===== src/sv/srq_pkg.sv =====
// Package for the sorted ready queue.
// Holds default sizes, command and status codes and the cell control struct.
// No dependencies.
package srq_pkg;

  localparam int unsigned DepthDef    = 64;
  localparam int unsigned KeyWidthDef = 16;
  localparam int unsigned IdWidthDef  = 8;

  typedef enum logic {
    CmdPush = 1'b0,
    CmdPop  = 1'b1
  } cmd_e;

  typedef enum logic [1:0] {
    StatusOk    = 2'd0,
    StatusFull  = 2'd1,
    StatusEmpty = 2'd2
  } status_e;

  typedef enum logic {
    ModeFifo   = 1'b0,
    ModeSorted = 1'b1
  } mode_e;

  typedef struct packed {
    logic push;
    logic pop;
    logic sorted;
  } srq_ctrl_t;

endpackage


===== src/sv/srq_cell.sv =====
// One slot of the sorted ready queue: valid bit, key and id.
// Shifts toward the tail on insert, toward the head on pop.
// Depends on srq_pkg.
module srq_cell import srq_pkg::*; #(
  parameter int unsigned KeyWidth = KeyWidthDef,
  parameter int unsigned IdWidth  = IdWidthDef
) (
  input  logic                clk_i,
  input  logic                rst_ni,
  input  srq_ctrl_t           ctrl_i,
  input  logic [KeyWidth-1:0] new_key_i,
  input  logic [IdWidth-1:0]  new_id_i,
  input  logic                found_i,
  input  logic                left_valid_i,
  input  logic [KeyWidth-1:0] left_key_i,
  input  logic [IdWidth-1:0]  left_id_i,
  input  logic                right_valid_i,
  input  logic [KeyWidth-1:0] right_key_i,
  input  logic [IdWidth-1:0]  right_id_i,
  output logic                found_o,
  output logic                valid_o,
  output logic [KeyWidth-1:0] key_o,
  output logic [IdWidth-1:0]  id_o
);

  logic                valid_q, valid_d;
  logic [KeyWidth-1:0] key_q, key_d;
  logic [IdWidth-1:0]  id_q, id_d;
  logic                ranks_before;

  assign ranks_before = !valid_q ||
      (ctrl_i.sorted && ((new_key_i < key_q) ||
                         ((new_key_i == key_q) && (new_id_i < id_q))));
  assign found_o = found_i || ranks_before;

  always_comb begin
    valid_d = valid_q;
    key_d   = key_q;
    id_d    = id_q;
    if (ctrl_i.pop) begin
      valid_d = right_valid_i;
      key_d   = right_key_i;
      id_d    = right_id_i;
    end else if (ctrl_i.push) begin
      if (found_i) begin
        valid_d = left_valid_i;
        key_d   = left_key_i;
        id_d    = left_id_i;
      end else if (ranks_before) begin
        valid_d = 1'b1;
        key_d   = new_key_i;
        id_d    = new_id_i;
      end
    end
  end

  always_ff @(posedge clk_i or negedge rst_ni) begin
    if (!rst_ni) begin
      valid_q <= 1'b0;
    end else begin
      valid_q <= valid_d;
    end
  end

  always_ff @(posedge clk_i) begin
    key_q <= key_d;
    id_q  <= id_d;
  end

  assign valid_o = valid_q;
  assign key_o   = key_q;
  assign id_o    = id_q;

endmodule


===== config.mk =====
export PLATFORM = sky130hd
export DESIGN_NAME = srq_cell
export DESIGN_NICKNAME = d
export VERILOG_FILES = /design/src/sv/srq_pkg.sv /design/src/sv/srq_cell.sv
export SDC_FILE = /design/constraint.sdc
export NUM_CORES = 1
export LEC_CHECK = 0
export ABC_CLOCK_PERIOD_IN_PS = 6500
export BUFFER_PORTS_ARGS = -buffer_cell sky130_fd_sc_hd__clkbuf_2
export CAP_MARGIN = 15
export CELL_PAD_IN_SITES_DETAIL_PLACEMENT = 1
export CELL_PAD_IN_SITES_GLOBAL_PLACEMENT = 2
export CORE_AREA = 2 2 89 91
export CTS_CLUSTER_SIZE = 30
export DETAILED_ROUTE_END_ITERATION = 6
export DIE_AREA = 0 0 91 93
export PLACE_DENSITY = 0.94
export SLEW_MARGIN = 20
export SYNTH_ARGS = -nofsm -noshare
export SYNTH_HDL_FRONTEND = slang
export SYNTH_SLANG_ARGS = --single-unit

===== constraint.sdc =====
create_clock -name clk_i -period 6.5 [get_ports clk_i]
set_clock_uncertainty 0.15 [all_clocks]
set_input_delay 0.65 -clock clk_i [delete_from_list [all_inputs] [get_ports clk_i]]
set_output_delay 0.65 -clock clk_i [all_outputs]
set_load 0.1 [all_outputs]

==> flow_summary_export.csv, run 1 <==
group,metric,value,unit
timing,max_freq,301,MHz
drt,num_vias,1775,
cts,numCtsBuffers,3,
timing,maxSlewHeadroom,35.3,%
drt,wl_per_cell,13.6,um
timing,fin_crit,3.32,ns
grt,grt_max_degree,53,
drt,vias_per_cell,4.44,
critical_path,reg2reg_depth,6,
synthesis,synth_area_leaders,"edfxtp_1 38%, ha_1 15%, mux2i_1 13%, o21ai_0 8.0%, nand2_1 6.0%",
critical_path,arrival,2.52,ns
grt,grt_first_pass_wirelength,9070,um
worst_hold_path,min_to,"valid_o$_DFFE_PN0P_",
cts,cts.sinks,25,
outcome,status,"finished clean",
synthesis,synthAdderAreaFrac,15.3,%
synthesis,syn_inst,197,
placement,pre_cts_ws,3.12,ns
worst_hold_path,holdPathStages,3,
synthesis,syn_nets,300,
drt,ant_nets,0,
power,fin_total_pwr,0.560,mW
power,power_density,219,nW/um^2
synthesis,synth_seq_area_share,39.6,%
layout,drive_above_1_share,37.9,%
synthesis,ys_ff_latch,25,
timing,setup_tns,0,ns
critical_path,path_class,"in -> out",
floorplan,ios,106,
floorplan,initial_utilization,25.0,%
synthesis,synth_top_family_by_area,"adder cells",
synthesis,yosys.area_share.simple,11.4,%
critical_path,setup.worst_path.start,"new_key_i[15]",
layout,syn_to_final_growth,35.9,%
layout,finalNetCount,402,
timing,whs,0.454,ns
drt,first_pass_iters,3,
floorplan,rows,32,
power,power.leakage,1.32,nW
synthesis,synth.avg_cell_area,9.56,um^2
timing,finalHoldViolations,0,
synthesis,ys_warn_count,0,
drt,drc,0,
synthesis,synth_xor_area_share,0,%
flow_run,drv_cap,0,
floorplan,die_area,8460,um^2
cts,cts_tree,"yes",
placement,place.gp.congestion,0.753,
cts,cts-root-buf,"clkbuf_8",
timing,tightest_slew,0.968,ns
cts,htree_levels,1,
placement,dp_hpwl,4480,um
synthesis,yosysTopAreaCell,"edfxtp_1",
layout,final_cell_mix,"105 x clkbuf_2, 30 x nand2_1, 30 x o21ai_0",
critical_path,reg2reg_to,"key_o[8]$_DFFE_PP_",
cts,clkLatencyLatePin,0.27,ns
timing,rsz0062_at_grt,"no",
floorplan,die_h,93,um
layout,fill_cells,948,
layout,antennaDiodeCount,0,
synthesis,synth_compound_area_share,13.9,%
critical_path,start_kind,"input port",
timing,finalSetupViolCount,0,
cts,clkSlewWorstSetupHoldPaths,0.09,ns
placement,io_buffers,105,
synthesis,synth.cell_area,1880,um^2
grt,grt_overflow_total,0,
timing,worst_slack,3.18,ns
synthesis,synth_top_area_share,38.3,%
floorplan,die_width,91,um
drt,drtIter0Drc,39,
critical_path,cp-end-kind,"output port",
timing,slew_viol_final,0,
floorplan,core-area,7530,um^2
power,peakVddDrop,0.0666,mV
synthesis,synthMuxAreaShare,12.8,%
drt,wirelength,5430,um
cts,clock_path_buffers,2,
critical_path,rrSetupSlack,3.56,ns
layout,final_common_cell,"clkbuf_2",
critical_path,rr_startpoint,"key_o[15]$_DFFE_PP_",
grt,first_global_vias,1860,
worst_hold_path,min_from,"right_valid_i",
critical_path,crit_path_max_fanout,4,
grt,groute.usage.overall,13.4,%
placement,dp_cells,395,
layout,final_cells,400,
critical_path,critPathRequiredTime,5.70,ns
worst_hold_path,worst_hold_path_type,"in -> reg",
timing,min_period_over_period,51.1,%
grt,antenna_found_initial,0,
synthesis,synthDistinctLibCells,25,
routing by layer:
metal  track usage [%]  vias to the layer above  routed length [um]
met5                 0                        -                   0
met3              3.14                        5                 384
met4              3.03                        0                  43
met2              24.2                       60                2750
li1                  -                      902                   -
met1              16.2                      808                2260
area by class of cell:
class | count | area (um^2) | area share (%)
tap | 102 | 128 | 4.99
clock buffer | 4 | 45.0 | 1.76
timing repair buffer | 106 | 536 | 20.9
sequential | 25 | 746 | 29.1
inverter | 24 | 90.1 | 3.52
multi-input combinational | 139 | 1020 | 39.7
per-stage QoR:
stage	utilization, %	area (um^2)
global route	34.0	2560
global placement	33.3	2500
CTS	34.0	2560
detailed placement	33.3	2500
finish	34.0	2560
floorplan	-	1880
worst max-delay path by stage:
stage                        endpoint  cells after the start
floorplan                     found_o                      6
global placement              found_o                      8
detailed placement  id_o[1]$_DFFE_PP_                      6
CTS                           found_o                      7
global route                  found_o                      7
finish                        found_o                      7
critical path, stage by stage:
cell and delay (ns):
clkbuf_2 0.10, ha_1 0.31, nand4_2 0.15, nor4_2 0.41, o311ai_1 0.26, nand4b_1 0.16
clkbuf_2 0.48
flip-flops by register name, indices dropped and copies added, names as in the netlist:
name,count
id_o,8
valid_o,1
key_o,16
power by group:
part           switching, mW  internal, mW  leakage [nW]
Sequential           0.00969         0.199         0.258
Combinational          0.195        0.0629          1.04
Clock                 0.0503        0.0439        0.0228
Total                  0.255         0.305          1.32
cells in the mapped netlist, drive strengths merged:
cell type  number
o21ai          31
nand2          30
edfxtp         24
inv            24
mux2i          24
ha             23
a21oi           7
nor2            7
clkbuf          6
buf             3
nand4           3
nor3            3
a211o           2
a211oi          2
nand4b          2
a41oi           1
dfrtp           1
nor2b           1
nor4            1
o22ai           1
o311ai          1
cells by family after synthesis:
| group | count (synthesis) |
|---|---|
| mux | 24 |
| fa+ha+maj | 23 |
| buf+inv | 33 |
| simple gates | 47 |
| compound gates | 45 |
| flops | 25 |
repair_timing:
item                       4_1_cts  5_1_grt
hold buffers                     1        0
setup endpoints to repair        0        0
resized for setup                0        0
buffers inserted                 0        0
hold endpoints to repair         1        0
Power figures use the tool's default switching activity.
==> run 2: changes to the inputs <==
--- a/config.mk
+++ b/config.mk
@@ -5,16 +5,17 @@
 export SDC_FILE = /design/constraint.sdc
 export NUM_CORES = 1
 export LEC_CHECK = 0
-export ABC_CLOCK_PERIOD_IN_PS = 6500
+export ABC_AREA = 1
+export ABC_CLOCK_PERIOD_IN_PS = 3100
 export BUFFER_PORTS_ARGS = -buffer_cell sky130_fd_sc_hd__clkbuf_2
 export CAP_MARGIN = 15
 export CELL_PAD_IN_SITES_DETAIL_PLACEMENT = 1
 export CELL_PAD_IN_SITES_GLOBAL_PLACEMENT = 2
-export CORE_AREA = 2 2 89 91
+export CORE_AREA = 2 2 94 96
 export CTS_CLUSTER_SIZE = 30
 export DETAILED_ROUTE_END_ITERATION = 6
-export DIE_AREA = 0 0 91 93
-export PLACE_DENSITY = 0.94
+export DIE_AREA = 0 0 96 98
+export PLACE_DENSITY = 0.91
 export SLEW_MARGIN = 20
 export SYNTH_ARGS = -nofsm -noshare
 export SYNTH_HDL_FRONTEND = slang
==> constraint.sdc (replaced) <==
create_clock -name clk_i -period 3.1 [get_ports clk_i]
set_clock_uncertainty 0.15 [all_clocks]
set_input_delay 0.31 -clock clk_i [delete_from_list [all_inputs] [get_ports clk_i]]
set_output_delay 0.31 -clock clk_i [all_outputs]
set_load 0.1 [all_outputs]
==> flow_summary_export.csv, run 2 <==
group,metric,value,unit
outcome,status,"finished clean",
floorplan,initial_utilization,22.3,%
power,pwr-share-seq,36.2,%
critical_path,max_stage_delay,0.45,ns
grt,antenna_found_initial,0,
synthesis,syn_inst,249,
drt,drc,0,
cts,clkSlewWorstSetupHoldPaths,0.09,ns
timing,rsz0062_at_grt,"no",
cts,clock_path_buffers,2,
power,swShare,46.8,%
floorplan,die_h,98,um
layout,syn_to_final_growth,37.4,%
layout,antennaDiodeCount,0,
grt,groute.usage.overall,12.6,%
cts,post_cts_buffers,0,
flow_run,drv_cap,0,
worst_hold_path,worst_hold_path_type,"in -> reg",
synthesis,async_reset_ff_share,4.00,%
floorplan,core-area,8470,um^2
drt,drtIter0Drc,29,
timing,min_period_over_period,84.5,%
power,power.leakage,1.42,nW
critical_path,path_class,"reg -> out",
critical_path,critPathBufInv,2,
drt,wirelength,5870,um
layout,finalNetCount,459,
placement,dp_hpwl,4890,um
timing,tightest_slew,0.668,ns
timing,finalSetupViolCount,0,
placement,io_buffers,105,
layout,drive_above_1_share,34.6,%
critical_path,crit_chain,"inv_1 > ha_1 > nand2_1 > nor2_2 > nand3_1 > nor2_1 > nand3_1 > nand2_1 > nand2_2 > nand3_1 > clkbuf_2",
cts,numCtsBuffers,3,
grt,first_global_vias,2026,
critical_path,crit_path_max_fanout,2,
power,clkPwrFrac,16.2,%
power,pwr-share-comb,47.6,%
critical_path,cp-end-kind,"output port",
synthesis,synth.cell_area,1890,um^2
drt,first_pass_iters,4,
power,peakVddDrop,0.148,mV
cts,htree_levels,1,
layout,final_common_cell,"clkbuf_2",
synthesis,synth-edff-count,24,
synthesis,syn_nets,352,
power,p_switching,0.568,mW
layout,largest_reg_flops,16,
timing,setup_tns,0,ns
power,fin_total_pwr,1.21,mW
cts,cts_resized,0,
cts,cts.sinks,25,
synthesis,synth_seq_area_share,39.5,%
synthesis,synth_common_cells,"103 x nand2_1, 29 x inv_1, 27 x nand3_1",
drt,wl_per_cell,12.7,um
synthesis,synthDistinctLibCells,22,
synthesis,ys.flop_type,"edfxtp_1",
floorplan,die_area,9410,um^2
synthesis,synth_most_common_cell,"nand2_1",
layout,final_cell_mix,"105 x clkbuf_2, 103 x nand2_1, 29 x inv_1",
power,power.internal,0.645,mW
floorplan,ios,106,
synthesis,synth.avg_cell_area,7.57,um^2
power,power_density,469,nW/um^2
critical_path,crit_path_frequent_cell,"nand3_1",
synthesis,yosysTopAreaCell,"edfxtp_1",
critical_path,critPathRequiredTime,2.64,ns
cts,cts_hold_buf,1,
critical_path,path_delay_family,"simple AND/OR/NAND/NOR gates",
synthesis,synth_top_area_share,38.2,%
cts,cts-root-buf,"clkbuf_8",
timing,finalHoldViolations,0,
cts,clkLatencyLatePin,0.27,ns
grt,grt_max_degree,30,
timing,fin_crit,2.62,ns
timing,slew_viol_final,0,
drt,vias_per_cell,4.24,
synthesis,ys_warn_count,0,
grt,grt_first_pass_wirelength,9240,um
critical_path,arrival,2.16,ns
placement,place.gp.congestion,0.656,
critical_path,start_kind,"flip-flop",
grt,grt_overflow_total,0,
timing,max_freq,382,MHz
synthesis,ys_ff_latch,25,
critical_path,crit_slowest_cell,"clkbuf_2",
cts,cts_tree,"yes",
synthesis,synth_area_leaders,"edfxtp_1 38%, nand2_1 21%, ha_1 15%, nand3_1 7.2%, inv_1 5.8%",
drt,ant_nets,0,
timing,maxSlewHeadroom,55.5,%
floorplan,rows,34,
drt,num_vias,1962,
floorplan,die_width,96,um
[run 2: worst register-to-register path: cells and delay by family, from the launching register on]
kind	cells	cell delay, ns
flops	1	0.35
simple gates	9	0.82
buf+inv	3	0.42
fa+ha+maj	1	0.29
[run 2: metrics by stage]
stage          hold WS, ns  instances  util, %  instance area, um^2  setup slack (ns)
2_1_floorplan       -0.136        249        -                 1890            0.0774
3_3_place_gp       -0.0605        458     29.9                 2530             0.719
3_5_place_dp       -0.0633        458     29.9                 2530             0.656
4_1_cts              0.152        463     30.6                 2590             0.424
5_1_grt              0.167        463     30.6                 2590             0.207
6_report             0.163        463     30.6                 2590             0.482
[run 2: logic make-up after synthesis]
group	after synthesis	share of synthesized area [%]
flops	25	39.5
compound gates	13	3.85
simple gates	147	32.8
buf+inv	41	8.56
fa+ha+maj	23	15.3
[run 2: metal layers]
metal / vias up / track usage, % / part of all wire [%]
met2: 70 / 23.0 / 48
met1: 879 / 14.9 / 43
met3: 2 / 3.32 / 8.6
li1: 1011 / - / -
met4: 0 / 1.65 / 0.29
met5: - / 0 / 0
[run 2: final timing paths]
path	slack (ns)	startpoint	depth (start not counted)	to
max	0.48	key_o[7]$_DFFE_PP_	11	found_o
min	0.16	left_id_i[1]	3	id_o[1]$_DFFE_PP_
max reg2reg	0.74	key_o[7]$_DFFE_PP_	13	key_o[13]$_DFFE_PP_
min reg2reg	0.43	valid_o$_DFFE_PN0P_	2	valid_o$_DFFE_PN0P_
max in group asynchronous	2.53	rst_ni	2	valid_o$_DFFE_PN0P_
min in group asynchronous	0.19	rst_ni	2	valid_o$_DFFE_PN0P_
[run 2: cell type report]
type	count	area, um^2
timing repair buffer	109	558
inverter	34	128
clock buffer	4	45.0
sequential	25	746
tap	108	135
multi-input combinational	183	978
fill	1077	5880
[run 2: power groups by stage]
stage | logic (mW) | registers (mW) | clock network (mW)
6_report | 0.578 | 0.439 | 0.197
5_1_grt | 0.629 | 0.445 | 0.218
4_1_cts | 0.589 | 0.440 | 0.214
3_5_place_dp | 0.586 | 0.448 | 0
3_3_place_gp | 0.572 | 0.447 | 0
2_1_floorplan | 0.164 | 0.722 | 0
